**src/hdl/abcs_pkg.sv**
```systemverilog
// ----------------------------------------------------------------------------
// Air-blow cleaning sequencer package
// Phase codes, register indexes, field widths and the result record shared by
// the sequencer RTL.
// ----------------------------------------------------------------------------
package abcs_pkg;

  localparam int unsigned TimeW = 16;
  localparam int unsigned AdcW  = 12;
  localparam int unsigned PhaseW = 3;
  localparam int unsigned CfgIdxW = 3;

  localparam logic [PhaseW-1:0] PhaseWarmup      = 3'd0;
  localparam logic [PhaseW-1:0] PhaseRelease     = 3'd1;
  localparam logic [PhaseW-1:0] PhaseReleaseWait = 3'd2;
  localparam logic [PhaseW-1:0] PhaseCharge      = 3'd3;
  localparam logic [PhaseW-1:0] PhaseChargeWait  = 3'd4;
  localparam logic [PhaseW-1:0] PhaseRestart     = 3'd5;

  localparam logic [CfgIdxW-1:0] RegReleaseEnd = 3'd0;
  localparam logic [CfgIdxW-1:0] RegReadEnd    = 3'd1;
  localparam logic [CfgIdxW-1:0] RegChargeEnd  = 3'd2;
  localparam logic [CfgIdxW-1:0] RegCycleEnd   = 3'd3;
  localparam logic [CfgIdxW-1:0] RegPumpMin    = 3'd4;
  localparam logic [CfgIdxW-1:0] RegPumpMax    = 3'd5;
  localparam logic [CfgIdxW-1:0] RegValveMin   = 3'd6;
  localparam logic [CfgIdxW-1:0] RegValveMax   = 3'd7;

  typedef struct packed {
    logic              pump_on;
    logic              valve1_on;
    logic              valve2_on;
    logic [PhaseW-1:0] phase;
    logic              data_valid;
    logic              send_pulse;
    logic              pump_fault;
    logic              valve_fault;
    logic              device_fault;
  } result_t;

  function automatic logic [TimeW-1:0] sat_inc(input logic [TimeW-1:0] v);
    logic [TimeW-1:0] r;
    r = (v == {TimeW{1'b1}}) ? v : v + 1'b1;
    return r;
  endfunction

  function automatic logic outside(input logic [AdcW-1:0] v,
                                   input logic [AdcW-1:0] lo,
                                   input logic [AdcW-1:0] hi);
    logic r;
    r = (v > hi) || (v < lo);
    return r;
  endfunction

endpackage

```
**src/hdl/air_blow_cleaning_sequencer.sv**
```systemverilog
// ----------------------------------------------------------------------------
// Air-blow cleaning sequencer
// Steps a warm-up and a repeating release/charge cycle once per tick
// transaction and checks pump and valve readings against their windows.
// ----------------------------------------------------------------------------
// Each input transaction is one tick; the complete update of the sequencer
// state is computed in the cycle the tick is accepted and its result is
// registered, so a new tick is accepted in every cycle while input stall is
// low. A one-entry skid register behind the output register keeps input
// acceptance going while a result waits; input stall rises only when both are
// full. Configuration writes take effect at the next clock edge.
module air_blow_cleaning_sequencer #(
  parameter int unsigned WARMUP_TICKS = 9
) (
  input  logic                          clk_i,
  input  logic                          rst_ni,

  input  logic                          cfg_we_i,
  input  logic [abcs_pkg::CfgIdxW-1:0]  cfg_index_i,
  input  logic [abcs_pkg::TimeW-1:0]    cfg_data_i,

  input  logic                          in_valid_i,
  output logic                          in_stall_o,
  input  logic                          start_request_i,
  input  logic [abcs_pkg::AdcW-1:0]     pump_adc_i,
  input  logic [abcs_pkg::AdcW-1:0]     valve1_adc_i,
  input  logic [abcs_pkg::AdcW-1:0]     valve2_adc_i,

  output logic                          out_valid_o,
  input  logic                          out_stall_i,
  output logic                          pump_on_o,
  output logic                          valve1_on_o,
  output logic                          valve2_on_o,
  output logic [abcs_pkg::PhaseW-1:0]   phase_o,
  output logic                          data_valid_o,
  output logic                          send_pulse_o,
  output logic                          pump_fault_o,
  output logic                          valve_fault_o,
  output logic                          device_fault_o
);

  localparam logic [abcs_pkg::TimeW-1:0] WarmupLim = abcs_pkg::TimeW'(WARMUP_TICKS);

  logic [abcs_pkg::TimeW-1:0] release_end_q, read_end_q, charge_end_q, cycle_end_q;
  logic [abcs_pkg::AdcW-1:0]  pump_min_q, pump_max_q, valve_min_q, valve_max_q;

  logic                       in_warmup_q, in_warmup_d;
  logic [abcs_pkg::TimeW-1:0] elapsed_q, elapsed_d;
  logic                       start_pend_q, start_pend_d;
  logic                       releasing_q, releasing_d;
  logic                       charging_q, charging_d;
  logic                       data_rdy_q, data_rdy_d;
  logic                       pump_bad_q, pump_bad_d;
  logic                       valve_bad_q, valve_bad_d;
  logic                       drv_pump_q, drv_pump_d;
  logic                       drv_v1_q, drv_v1_d;
  logic                       drv_v2_q, drv_v2_d;

  logic                       out_valid_q, skid_valid_q;
  abcs_pkg::result_t          out_q, skid_q, res;

  logic                       in_accept, out_take;
  logic [abcs_pkg::TimeW-1:0] e;
  logic [abcs_pkg::PhaseW-1:0] phase;
  logic                       send, pump_check, valve_check;

  assign in_stall_o = skid_valid_q;
  assign in_accept  = in_valid_i && !skid_valid_q;
  assign out_take   = out_valid_q && !out_stall_i;

  always_ff @(posedge clk_i or negedge rst_ni) begin
    if (!rst_ni) begin
      release_end_q <= '0;
      read_end_q    <= '0;
      charge_end_q  <= '0;
      cycle_end_q   <= '0;
      pump_min_q    <= '0;
      pump_max_q    <= '1;
      valve_min_q   <= '0;
      valve_max_q   <= '1;
    end else if (cfg_we_i) begin
      case (cfg_index_i)
        abcs_pkg::RegReleaseEnd: release_end_q <= cfg_data_i;
        abcs_pkg::RegReadEnd:    read_end_q    <= cfg_data_i;
        abcs_pkg::RegChargeEnd:  charge_end_q  <= cfg_data_i;
        abcs_pkg::RegCycleEnd:   cycle_end_q   <= cfg_data_i;
        abcs_pkg::RegPumpMin:    pump_min_q    <= cfg_data_i[abcs_pkg::AdcW-1:0];
        abcs_pkg::RegPumpMax:    pump_max_q    <= cfg_data_i[abcs_pkg::AdcW-1:0];
        abcs_pkg::RegValveMin:   valve_min_q   <= cfg_data_i[abcs_pkg::AdcW-1:0];
        abcs_pkg::RegValveMax:   valve_max_q   <= cfg_data_i[abcs_pkg::AdcW-1:0];
        default: ;
      endcase
    end
  end

  always_comb begin
    in_warmup_d  = in_warmup_q;
    elapsed_d    = elapsed_q;
    start_pend_d = start_pend_q | start_request_i;
    releasing_d  = releasing_q;
    charging_d   = charging_q;
    data_rdy_d   = data_rdy_q;
    drv_pump_d   = drv_pump_q;
    drv_v1_d     = drv_v1_q;
    drv_v2_d     = drv_v2_q;
    phase        = abcs_pkg::PhaseWarmup;
    send         = 1'b0;
    pump_check   = 1'b0;
    valve_check  = 1'b0;
    e            = elapsed_q;

    if (in_warmup_q) begin
      if (elapsed_q < WarmupLim) begin
        drv_pump_d = 1'b1;
        drv_v1_d   = 1'b0;
        drv_v2_d   = 1'b1;
        elapsed_d  = abcs_pkg::sat_inc(elapsed_q);
      end else begin
        in_warmup_d = 1'b0;
        elapsed_d   = '0;
      end
    end else begin
      if (start_pend_d) begin
        e            = '0;
        start_pend_d = 1'b0;
      end
      if (e < release_end_q) begin
        valve_check = !releasing_q;
        drv_pump_d  = 1'b0;
        drv_v1_d    = 1'b1;
        drv_v2_d    = 1'b1;
        releasing_d = 1'b1;
        charging_d  = 1'b0;
        phase       = abcs_pkg::PhaseRelease;
        elapsed_d   = abcs_pkg::sat_inc(e);
      end else if (e < read_end_q) begin
        drv_pump_d  = 1'b0;
        drv_v1_d    = 1'b0;
        drv_v2_d    = 1'b0;
        releasing_d = 1'b0;
        charging_d  = 1'b0;
        data_rdy_d  = 1'b0;
        phase       = abcs_pkg::PhaseReleaseWait;
        elapsed_d   = abcs_pkg::sat_inc(e);
      end else if (e < charge_end_q) begin
        send        = !data_rdy_q;
        data_rdy_d  = 1'b1;
        pump_check  = !charging_q;
        drv_pump_d  = !valve_bad_q;
        drv_v1_d    = 1'b0;
        drv_v2_d    = 1'b1;
        releasing_d = 1'b0;
        charging_d  = 1'b1;
        phase       = abcs_pkg::PhaseCharge;
        elapsed_d   = abcs_pkg::sat_inc(e);
      end else if (e < cycle_end_q) begin
        drv_pump_d  = 1'b0;
        drv_v1_d    = 1'b0;
        drv_v2_d    = 1'b0;
        releasing_d = 1'b0;
        charging_d  = 1'b0;
        phase       = abcs_pkg::PhaseChargeWait;
        elapsed_d   = abcs_pkg::sat_inc(e);
      end else begin
        phase     = abcs_pkg::PhaseRestart;
        elapsed_d = abcs_pkg::TimeW'(1);
      end
    end

    pump_bad_d = pump_check
               ? abcs_pkg::outside(pump_adc_i, pump_min_q, pump_max_q) : pump_bad_q;
    valve_bad_d = valve_check
                ? (abcs_pkg::outside(valve1_adc_i, valve_min_q, valve_max_q) ||
                   abcs_pkg::outside(valve2_adc_i, valve_min_q, valve_max_q))
                : valve_bad_q;

    res.pump_on      = drv_pump_d;
    res.valve1_on    = drv_v1_d;
    res.valve2_on    = drv_v2_d;
    res.phase        = phase;
    res.data_valid   = data_rdy_d;
    res.send_pulse   = send;
    res.pump_fault   = pump_bad_d;
    res.valve_fault  = valve_bad_d;
    res.device_fault = pump_bad_d | valve_bad_d;
  end

  always_ff @(posedge clk_i or negedge rst_ni) begin
    if (!rst_ni) begin
      in_warmup_q  <= 1'b1;
      elapsed_q    <= '0;
      start_pend_q <= 1'b1;
      releasing_q  <= 1'b0;
      charging_q   <= 1'b0;
      data_rdy_q   <= 1'b1;
      pump_bad_q   <= 1'b0;
      valve_bad_q  <= 1'b0;
      drv_pump_q   <= 1'b1;
      drv_v1_q     <= 1'b0;
      drv_v2_q     <= 1'b1;
    end else if (in_accept) begin
      in_warmup_q  <= in_warmup_d;
      elapsed_q    <= elapsed_d;
      start_pend_q <= start_pend_d;
      releasing_q  <= releasing_d;
      charging_q   <= charging_d;
      data_rdy_q   <= data_rdy_d;
      pump_bad_q   <= pump_bad_d;
      valve_bad_q  <= valve_bad_d;
      drv_pump_q   <= drv_pump_d;
      drv_v1_q     <= drv_v1_d;
      drv_v2_q     <= drv_v2_d;
    end
  end

  always_ff @(posedge clk_i or negedge rst_ni) begin
    if (!rst_ni) begin
      out_valid_q  <= 1'b0;
      skid_valid_q <= 1'b0;
    end else if (skid_valid_q) begin
      if (out_take) begin
        skid_valid_q <= 1'b0;
      end
    end else if (in_accept) begin
      if (!out_valid_q || out_take) begin
        out_valid_q <= 1'b1;
      end else begin
        skid_valid_q <= 1'b1;
      end
    end else if (out_take) begin
      out_valid_q <= 1'b0;
    end
  end

  always_ff @(posedge clk_i) begin
    if (skid_valid_q) begin
      if (out_take) begin
        out_q <= skid_q;
      end
    end else if (in_accept) begin
      if (!out_valid_q || out_take) begin
        out_q <= res;
      end else begin
        skid_q <= res;
      end
    end
  end

  assign out_valid_o    = out_valid_q;
  assign pump_on_o      = out_q.pump_on;
  assign valve1_on_o    = out_q.valve1_on;
  assign valve2_on_o    = out_q.valve2_on;
  assign phase_o        = out_q.phase;
  assign data_valid_o   = out_q.data_valid;
  assign send_pulse_o   = out_q.send_pulse;
  assign pump_fault_o   = out_q.pump_fault;
  assign valve_fault_o  = out_q.valve_fault;
  assign device_fault_o = out_q.device_fault;

  // The skid register only fills behind a waiting result.
  a_skid_behind_out: assert property (@(posedge clk_i) disable iff (!rst_ni)
    skid_valid_q |-> out_valid_q)
    else $error("skid register holds a result while the output register is empty");

  // A send pulse only comes out of a charge tick that sets data valid.
  a_send_in_charge: assert property (@(posedge clk_i) disable iff (!rst_ni)
    (out_valid_o && send_pulse_o) |->
      (data_valid_o && phase_o == abcs_pkg::PhaseCharge))
    else $error("send pulse outside of a charge tick");

  // Warm-up ticks drive the pump and valve 2 with valve 1 closed.
  a_warmup_drives: assert property (@(posedge clk_i) disable iff (!rst_ni)
    (out_valid_o && phase_o == abcs_pkg::PhaseWarmup) |->
      (pump_on_o && !valve1_on_o && valve2_on_o))
    else $error("warm-up result with wrong drives");

  // Once the warm-up is over it never comes back before reset.
  a_warmup_once: assert property (@(posedge clk_i) disable iff (!rst_ni)
    !in_warmup_q |=> !in_warmup_q)
    else $error("warm-up re-entered");

endmodule

```
**config.mk**
```make
export PLATFORM = sky130hd
export DESIGN_NAME = air_blow_cleaning_sequencer
export DESIGN_NICKNAME = d
export VERILOG_FILES = /design/src/hdl/abcs_pkg.sv /design/src/hdl/air_blow_cleaning_sequencer.sv
export SDC_FILE = /design/constraint.sdc
export NUM_CORES = 1
export LEC_CHECK = 0
export BUFFER_PORTS_ARGS = -buffer_cell sky130_fd_sc_hd__clkbuf_2
export CAP_MARGIN = 30
export CORE_MARGIN = 2
export CORE_UTILIZATION = 34
export CTS_CLUSTER_DIAMETER = 200
export DETAILED_ROUTE_END_ITERATION = 7
export PLACE_DENSITY_LB_ADDON = 0.2
export SYNTH_ARGS = -nofsm -noshare
export SYNTH_HDL_FRONTEND = slang
export SYNTH_SLANG_ARGS = --single-unit
export TNS_END_PERCENT = 50
```
**constraint.sdc**
```tcl
create_clock -name clk_i -period 3.7 [get_ports clk_i]
set_input_delay 0.74 -clock clk_i [delete_from_list [all_inputs] [get_ports clk_i]]
set_output_delay 0.74 -clock clk_i [all_outputs]
set_load 0.005 [all_outputs]
```
==> results of run 1 <==
## stage by stage
step                      total power (W)  setup WS, ns  cells  utilization  instance area (um2)
after global routing              0.00649       0.00109   1534        0.412                11800
after floorplan                   0.00363        0.0259   1005            -                 9940
after global placement            0.00424        -0.511   1502        0.390                11200
after CTS                         0.00611        0.0176   1534        0.411                11800
final                             0.00604         0.148   1534        0.412                11800
after detailed placement          0.00427        -0.576   1502        0.390                11200
## placed cells by master (no fill, tap or decap), types with 10 or more instances in the layout
master,count
a21o_1,17
a21oi_1,52
and2_1,11
and3_1,10
buf_4,71
clkbuf_16,17
clkbuf_2,72
dfrtp_1,111
dfstp_2,29
edfxtp_1,22
ha_1,128
inv_1,123
mux2_2,61
nand2_1,103
nand3_1,15
nand4_1,11
nor2_1,25
nor2b_1,15
nor3_1,16
o21ai_0,95
## logic make-up (layout without fill, tap and decap cells)
family,after synthesis,after routing
buf+inv,157,302
xor+xnor,1,1
simple gates,255,255
fa+ha+maj,129,129
mux,62,62
flops,162,162
compound gates,239,239
## registers in the layout, indices dropped and copies added (netlist names), 3 cells and up
name and cells:
read_end_q 16, cycle_end_q 16, valve_min_q 12, release_end_q 16, phase_o 3, pump_max_q 12, charge_end_q 16, elapsed_q 16
skid_q 11, valve_max_q 12, pump_min_q 12
## timing repair
| action | 4_1_cts | 5_1_grt |
|---|---|---|
| pin swaps | 0 | 1 |
| setup endpoints to repair | 20 | 15 |
| gates cloned | 0 | 0 |
| gates resized for setup | 1 | 8 |
## synthesized netlist by cell type, types with 8 or more instances
cell and instances:
a21o_1 17, a21oi_1 53, a31oi_1 8, and2_1 11
and3_1 10, clkbuf_1 24, dfrtp_1 111, dfstp_2 29
edfxtp_1 22, ha_1 128, inv_1 124, mux2_2 61
nand2_1 103, nand2b_1 8, nand3_1 15, nand4_1 11
nor2_1 26, nor2b_1 15, nor3_1 21, o21ai_0 95
o31ai_1 9
## worst max path at each step
stage / cells past startpoint / end
floorplan: 13 / device_fault_o
global placement: 13 / pump_fault_o
detailed placement: 13 / device_fault_o
CTS: 14 / elapsed_q[12]
global route: 13 / elapsed_q[8]
finish: 15 / elapsed_q[8]
## layout make-up
| type | count | area (um2) |
|---|---|---|
| fillers | 2812 | 16900 |
| multi-input cells | 686 | 5170 |
| flip-flops and latches | 162 | 4200 |
| repair buffers | 145 | 925 |
| well taps | 384 | 480 |
| inverters | 125 | 469 |
| clock buffers | 17 | 425 |
| clock inverters | 15 | 166 |
## power groups by stage
stage,Combinational [W],Sequential [W],Clock (W)
2_1_floorplan,0.00119,0.00244,0
3_3_place_gp,0.00175,0.00249,0
3_5_place_dp,0.00177,0.00250,0
4_1_cts,0.00178,0.00247,0.00186
5_1_grt,0.00205,0.00252,0.00192
6_report,0.00177,0.00247,0.00180
## metal layers
layer | routed length, um | GRT usage
met1 | 12600 | 0.244
met3 | 729 | 0.0246
met2 | 11400 | 0.275
met5 | 0 | 0
met4 | 293 | 0.0493
==> results by group, run 1 <==
Clock network
  – Post-CTS Setup Bufs: 0
  – CTS HTree Levels: 4
  – Root buf cell: clkbuf_16
  – CTS sink cnt: 162
  – Clk buf depth: 2
  – Latest clock arrival within the worst-skew pair: 0.44 ns
  – CTS tree: yes
  – CTS buffer count: 17
  – Hold-fix buffers at CTS: 0
  – Clk pin slew, worst setup/hold paths: approximately 0.07 ns

Pwr
  – Cell Pwr Density: 510 nW/um2
  – Static leakage: 5.68 nW
  – Psw: 0.00203 W
  – Clock Power Share: 0.298
  – Pint: between 0.004 and 0.005 W
  – Worst-case vdd ir drop: approximately 320 uV
  – Comb pwr share: 0.294
  – Share of power burned in registers: 0.409
  – Fraction of power spent switching nets: 0.336

Status
  – Status: finished clean

Synth
  – Count of different cell masters after synthesis: 71
  – Synth Area in Compound Gates: 0.150
  – Post-synthesis cell area: 9920 um2
  – Area leader, netlist: dfrtp_1
  – Synth Area in XOR/XNOR: 0.000883
  – Ys async rst share: 0.864
  – Top-area cell type share of the netlist area: 0.280
  – Post-synthesis mux area share: 0.0703
  – Largest family of logic cells by synthesized area: adder cells
  – Mapped Nets: 1194
  – Simple-gate area share of the yosys netlist: 0.130
  – Sequential area share after synthesis: 0.424
  – Post-synth EDFFs: 22
  – Mean Syn Cell Area: 9.87 um2
  – Post-synthesis adder-cell area fraction: 0.163
  – Number of synthesized register bits: 162
  – Synth top area cells: dfrtp_1, ha_1, dfstp_2
  – Most used flip-flop cell after synthesis: dfrtp_1
  – Syn. warnings: 0
  – Post-Synthesis Cells: ~1000

Setup path
  – R2r worst-path depth: 13
  – Crit. Startpoint: start_request_i
  – Crit. End Element: register
  – Critical path's top delay family: compound AO/OA/AOI/OAI gates
  – Largest stage delay on the critical path: 0.52 ns
  – Most frequent cell on the critical path: buf_4
  – Critical Path RT: about 4 ns
  – Slowest stage cell, crit path: or3b_2
  – FF-to-FF setup slack: 0.15 ns
  – CP max FO: 8
  – R2R Path Start: start_pend_q
  – Worst path cell trace: clkbuf_2, buf_4, or3b_2, inv_2, ha_1, a21o_1, a221oi_1, o21ai_0, buf_4, a211oi_4, o41ai_4, buf_4, or2_1, buf_4, o41ai_1
  – WP buf/inv: 6
  – Startpoint Class: primary input
  – Critical R2R Capture: elapsed_q[8]
  – Crit path DAT: 3.88 ns
  – Critical path class: in2reg

Timing
  – Actual transition at the worst max-transition pin: 0.958 ns
  – Rel. slew slack: 0.358
  – Final Max Slew Viols: 0
  – Achievable frequency: ~280 MHz
  – RSZ-0062 raised after global routing: true
  – Setup TNS: 0 ns
  – Setup violators final: 0
  – Final worst-path cycle share: 0.960
  – Hold Violations, Final: 0
  – Hold_ws: 0.207 ns
  – Worst Skew: about 0.015 ns
  – Tmin final: about 3.6 ns

Drt
  – 1st-pass router iterations: 4
  – DRT Wirelength: 25.0 mm
  – Wire per inst: 16.3 um
  – Via count: 7629
  – Initial DRC count: roughly 470
  – DRT antenna net count: 0
  – Vias per cell: 4.97
  – DRC: 0

Floorplanning
  – Core area: 28700 um2
  – Placement Rows: 62
  – Die Area: 30500 um2
  – Die width: 175 um
  – # IOs: 74
  – Initial cell density of the core: 0.345
  – Die span in y: 175 um

Layout
  – Fin nets: about 1300
  – Area growth syn-to-layout: 19.4%
  – # diodes: 0
  – Layout cells sized above 1: 0.255

GRT
  – Initial antenna violation count: 0
  – Total grt overflow: 0
  – Largest net degree at the start of global routing: 62
  – First-pass GRT wire length: 41.2 mm
  – Vias in the first global route: roughly 7700
  – Global Route Usage Sum: 0.172

Hold path
  – Hold Crit Class: in2async

Place
  – Final HPWL DP: 19.3 mm
  – Final GP Congestion: 0.843
  – Input/output buffers: 73

Job
  – Max-cap violations: 0
No activity file was read; power rests on OpenSTA's default activity.
==> run 2: changes to the inputs <==
CORE_ASPECT_RATIO = 1.25   (was not set)
==> run 2 against run 1 <==
Register-to-register slack improved by 0.08 ns. Non-clock buffer count rose by 1. Global-route usage up 0.76 points. Setup slack better by 0.024 ns. Via count up 0.33%. Critical path type unchanged. Largest cell class unchanged. Highest routed layer unchanged.
==> results by group, run 2 (synthesis results as in run 1) <==
Drt
  – 1st-pass router iterations: 4
  – Wire per inst: 16.9 um
  – Via count: 7654
  – DRT Wirelength: 26.0 mm
  – DRT antenna net count: 0
  – DRC: 0
  – Initial DRC count: ~360
  – Vias per cell: slightly below 5

Pwr
  – Static leakage: 5.69 nW
  – Worst-case vdd ir drop: 296 uV
  – Cell Pwr Density: 515 nW/um2

Timing
  – Actual transition at the worst max-transition pin: 0.771 ns
  – Setup ws final: 0.172 ns
  – RSZ-0062 raised after global routing: false
  – Setup violators final: 0
  – Worst Skew: ~0.011 ns
  – Setup TNS: 0 ns
  – Rel. slew slack: 0.484
  – Tmin final: 3.53 ns
  – Achievable frequency: 283 MHz
  – Hold Violations, Final: 0
  – Final Max Slew Viols: 0
  – Final worst-path cycle share: 0.953

Clock network
  – CTS sink cnt: 162
  – Clk buf depth: 2
  – Clk pin slew, worst setup/hold paths: 0.07 ns
  – CTS buffer count: 17
  – Hold-fix buffers at CTS: 0
  – CTS tree: yes
  – Latest clock arrival within the worst-skew pair: ~0.44 ns
  – Root buf cell: clkbuf_16
  – CTS HTree Levels: 4

Place
  – Placed cell area: 11200 um2
  – Pre-CTS setup slack: -0.561 ns
  – Final GP Congestion: ~0.86
  – Input/output buffers: 73
  – Final HPWL DP: 19.8 mm

Floorplanning
  – Initial cell density of the core: 0.347
  – Core area: 28600 um2
  – Die span in y: approximately 200 um
  – Die width: 157 um
  – # IOs: 74
  – Die Area: 30600 um2
  – Placement Rows: approximately 70

GRT
  – Vias in the first global route: 8063
  – Global Route Usage Sum: 0.180
  – Total grt overflow: 0
  – First-pass GRT wire length: 42.3 mm
  – Initial antenna violation count: 0
  – Largest net degree at the start of global routing: 60

Setup path
  – CP max FO: 11
  – WP buf/inv: 4
  – Crit. End Element: register
  – Critical path class: in2reg
  – Crit path DAT: 3.72 ns
  – Startpoint Class: primary input
  – Slowest stage cell, crit path: maj3_1
  – Worst path cell trace: clkbuf_2, buf_4, buf_8, nor3_2, ha_1, nor2b_1, a311o_1, maj3_1, a211o_1, nand3b_1, buf_4, or3_1, nand2_1, mux2_2
  – Largest stage delay on the critical path: 0.44 ns
  – Critical path's top delay family: simple AND/OR/NAND/NOR gates
  – Most frequent cell on the critical path: buf_4
  – Critical Path RT: 3.89 ns

Layout
  – Area growth syn-to-layout: 20.0%
  – Commonest non-fill, non-tap cell in the layout: ha_1
  – Final Cell Area: 11900 um2
  – Fin nets: 1327
  – Layout cells sized above 1: 0.256
  – # diodes: 0
  – Fillers: roughly 2800
  – Most frequent cells in the layout: ha_1, inv_1, dfrtp_1, nand2_1, o21ai_0
  – Multi-input gate area: a little over 5000 um2
  – FF/Latch Area: around 4200 um2

Job
  – Max-cap violations: 0

Status
  – Status: finished clean

Hold path
  – Hold Crit Class: in2async
[run 2: cell types whose count changed in the layout (fill, tap and decap cells not counted), sizes merged]
cell    delta
inv        -5
clkinv     -1
clkbuf     +3
buf        +1
bufinv     +2
[run 2: worst paths after layout]
path | start | endpoint | slack [ns] | cells after the start
setup / recovery | start_request_i | pump_on_o | 0.17 | 14
hold / removal | rst_ni | release_end_q[9] | 0.30 | 1
setup reg to reg | start_pend_q | drv_pump_q | 0.23 | 13
hold reg to reg | releasing_q | releasing_q | 0.48 | 2
max in group asynchronous | rst_ni | pump_max_q[5] | 2.58 | 2
min in group clk_i | releasing_q | releasing_q | 0.48 | 2
[run 2: area by class of cell]
class | count | area share
inverter | 125 | 0.0394
clock inverter | 11 | 0.0127
sequential | 162 | 0.353
multi-input combinational | 686 | 0.434
timing repair buffer | 146 | 0.0817
tap | 390 | 0.0410
clock buffer | 20 | 0.0378
[run 2: worst reg2reg max path: stages, from the launching register on]
cell and delay, ns:
dfstp_2 0.58, buf_8 0.15, nor3_1 0.05, buf_4 0.14, ha_1 0.29, nand3_2 0.08
a211o_1 0.27, or4b_4 0.48, and4_4 0.19, nand3b_1 0.27, buf_4 0.21, or3_1 0.36
a21oi_1 0.15, a2bb2oi_1 0.17
[run 2: per-layer routing]
metal / part of all wire / GRT usage / routed length, um / up-vias
met4: 0.019 / 0.0540 / 485 / 0
met1: 0.45 / 0.222 / 11600 / 3681
li1: - / - / - / 3833
met5: 0 / 0 / 0 / -
met3: 0.022 / 0.0288 / 580 / 25
met2: 0.51 / 0.320 / 13300 / 115
[run 2: metrics by stage]
step / hold slack [ns] / util / std cells / total power (W)
finish: 0.299 / 0.416 / 1540 / 0.00613
CTS: 0.304 / 0.413 / 1534 / 0.00617
detailed placement: 0.470 / 0.392 / 1503 / 0.00430
global route: 0.326 / 0.416 / 1540 / 0.00656
floorplan: 0.444 / - / 1005 / 0.00363
global placement: 0.467 / 0.392 / 1503 / 0.00426
[run 2: power breakdown]
group / internal [W] / switching (W)
registers: 0.00228 / 0.000191
logic: 0.000796 / 0.00102
clock network: 0.00109 / 0.000751
[run 2: what timing repair did]
action	4_1_cts	5_1_grt
pin swaps	0	5
endpoints found under the hold margin	0	0
endpoints found under the setup margin	15	21
setup buffers	0	6
resized for setup	2	13
gates cloned	0	0
==> run 3: changes to the inputs <==
clock period = 3.9 ns   (was 3.7 ns; I/O delays follow)
==> run 3 against run 2 <==
Non-clock buffer count fell by 8. Hold slack improved by 0.077 ns. Die area did not move. Critical path depth did not move. Setup slack improved by 0.17 ns. Combinational power fell by 11%. Register-to-register slack improved by 0.11 ns. Cell count fell by 0.45%. Sequential share of layout area rose by 0.57 points. Critical path type is now reg2reg. Critical endpoint is now elapsed_q[13]. Largest cell class unchanged.
==> results by group, run 3 (synthesis results as in run 1) <==
Setup path
  – Crit. End Element: register
  – Critical Path RT: approximately 4.2 ns
  – WP buf/inv: 3
  – Startpoint Class: register
  – Critical path's top delay family: simple AND/OR/NAND/NOR gates
  – Critical path class: reg2reg
  – Largest stage delay on the critical path: 0.53 ns
  – Slowest stage cell, crit path: dfstp_2
  – CP max FO: 13
  – Worst path cell trace: nor2_1, buf_4, and2_1, ha_1, nand4_1, nor3_1, or4b_1, and4_4, o41ai_4, buf_4, nor3_2, buf_4, a31oi_1, o31ai_1
  – Crit path DAT: 3.87 ns
  – FF-to-FF setup slack: 0.34 ns
  – Most frequent cell on the critical path: buf_4

Clock network
  – Post-CTS sizing: 0
  – CTS sink cnt: around 160
  – Root buf cell: clkbuf_16
  – CTS buffer count: 17
  – Latest clock arrival within the worst-skew pair: 0.44 ns
  – Post-CTS Setup Bufs: 0
  – Clk buf depth: 2
  – Clk pin slew, worst setup/hold paths: around 0.060 ns
  – Hold-fix buffers at CTS: 0
  – CTS HTree Levels: 4
  – CTS tree: yes

Drt
  – DRT antenna net count: 0
  – Via count: 7588
  – DRC: 0
  – DRT Wirelength: 25.1 mm
  – Initial DRC count: between 400 and 500
  – 1st-pass router iterations: 4
  – Wire per inst: 16.4 um
  – Vias per cell: 4.95

Hold path
  – Hold Crit Class: in2async

Timing
  – Final worst-path cycle share: 0.913
  – Tmin final: 3.56 ns
  – Rel. slew slack: 0.506
  – RSZ-0062 raised after global routing: false
  – Hold_ws: 0.376 ns
  – Setup violators final: 0
  – Hold Violations, Final: 0
  – Setup ws final: 0.339 ns
  – Worst Skew: about 0.0080 ns
  – Actual transition at the worst max-transition pin: 0.741 ns
  – Final Max Slew Viols: 0
  – Achievable frequency: 281 MHz

Layout
  – # diodes: 0
  – Layout cells sized above 1: 0.241
  – Multi-input gate area: 5110 um2
  – Area growth syn-to-layout: 18.1%
  – Most frequent cells in the layout: ha_1, inv_1, dfrtp_1, nand2_1, o21ai_0
  – Fillers: 2812
  – Final Cell Area: between 10000 and 15000 um2
  – Commonest non-fill, non-tap cell in the layout: ha_1
  – FF/Latch Area: 4200 um2
  – Fin nets: 1319
  – Final cell count without fillers: 1533

Floorplanning
  – Core area: 28600 um2
  – # IOs: 74
  – Die width: 157 um
  – Die span in y: 195 um
  – Placement Rows: 69
  – Die Area: 30600 um2
  – Initial cell density of the core: 0.347

GRT
  – Gr busiest metal: met2
  – Vias in the first global route: slightly below 8000
  – Initial antenna violation count: 0
  – Global Route Usage Sum: 0.173
  – Total grt overflow: 0
  – First-pass GRT wire length: 41.2 mm
  – Met2 GRT Util: 0.311
  – GR Util met3: 0.0310
  – Largest net degree at the start of global routing: between 70 and 80
  – GR Util met1: 0.211

Pwr
  – Static leakage: 5.62 nW
  – Comb pwr share: 0.289
  – Clock Power Share: 0.289
  – Psw: 0.00184 W
  – Fraction of power spent switching nets: 0.328
  – Pint: 0.00377 W
  – Cell Pwr Density: around 480 nW/um2
  – Worst-case vdd ir drop: 292 uV
  – Share of power burned in registers: 0.423

Job
  – Max-cap violations: 0

Place
  – Pre-CTS setup slack: -0.102 ns
  – Post-Place Cells: 1501
  – Final GP Congestion: 0.851
  – Placed cell area: around 11000 um2
  – Final HPWL DP: 19.3 mm
  – Input/output buffers: 73

Status
  – Status: finished clean
[run 3: cell types whose count changed in the layout (fill, tap and decap cells not counted), sizes merged]
cell,delta
clkinvlp,-2
clkbuf,-3
buf,-8
bufinv,-2
clkinv,+8
[run 3: power groups by stage]
stage | clock (W) | combinational (W) | sequential (W)
3_5_place_dp | 0 | 0.00164 | 0.00240
2_1_floorplan | 0 | 0.00113 | 0.00231
4_1_cts | 0.00166 | 0.00165 | 0.00237
6_report | 0.00162 | 0.00162 | 0.00237
5_1_grt | 0.00173 | 0.00186 | 0.00242
3_3_place_gp | 0 | 0.00161 | 0.00239
[run 3: through the flow]
step / power [W] / util / TNS, ns
after global placement: 0.00400 / 0.390 / -0.164
final: 0.00560 / 0.410 / 0
after floorplan: 0.00344 / - / -0.00571
after CTS: 0.00568 / 0.410 / 0
after global routing: 0.00601 / 0.410 / 0
after detailed placement: 0.00404 / 0.390 / -0.620
[run 3: final timing paths]
path,endpoint,cells after the start,start
min in group clk_i,releasing_q,2,releasing_q
hold reg to reg,releasing_q,2,releasing_q
hold / removal,charge_end_q[11],1,rst_ni
max in group asynchronous,valve_max_q[3],2,rst_ni
setup / recovery,elapsed_q[13],14,start_pend_q
setup reg to reg,elapsed_q[13],14,start_pend_q
[run 3: cell type report]
cell class                      instances  share of cell area
Sequential cell                       162               0.359
Inverter                              125              0.0401
Timing Repair Buffer                  138              0.0755
Multi-Input combinational cell        686               0.436
Tap cell                              390              0.0417
Clock buffer                           17              0.0363
Clock inverter                         15              0.0114
[run 3: layer usage]
metal,wire length [um],share of wire
met1,11400,0.45
met5,0,0
met3,638,0.025
met4,349,0.014
met2,12700,0.51
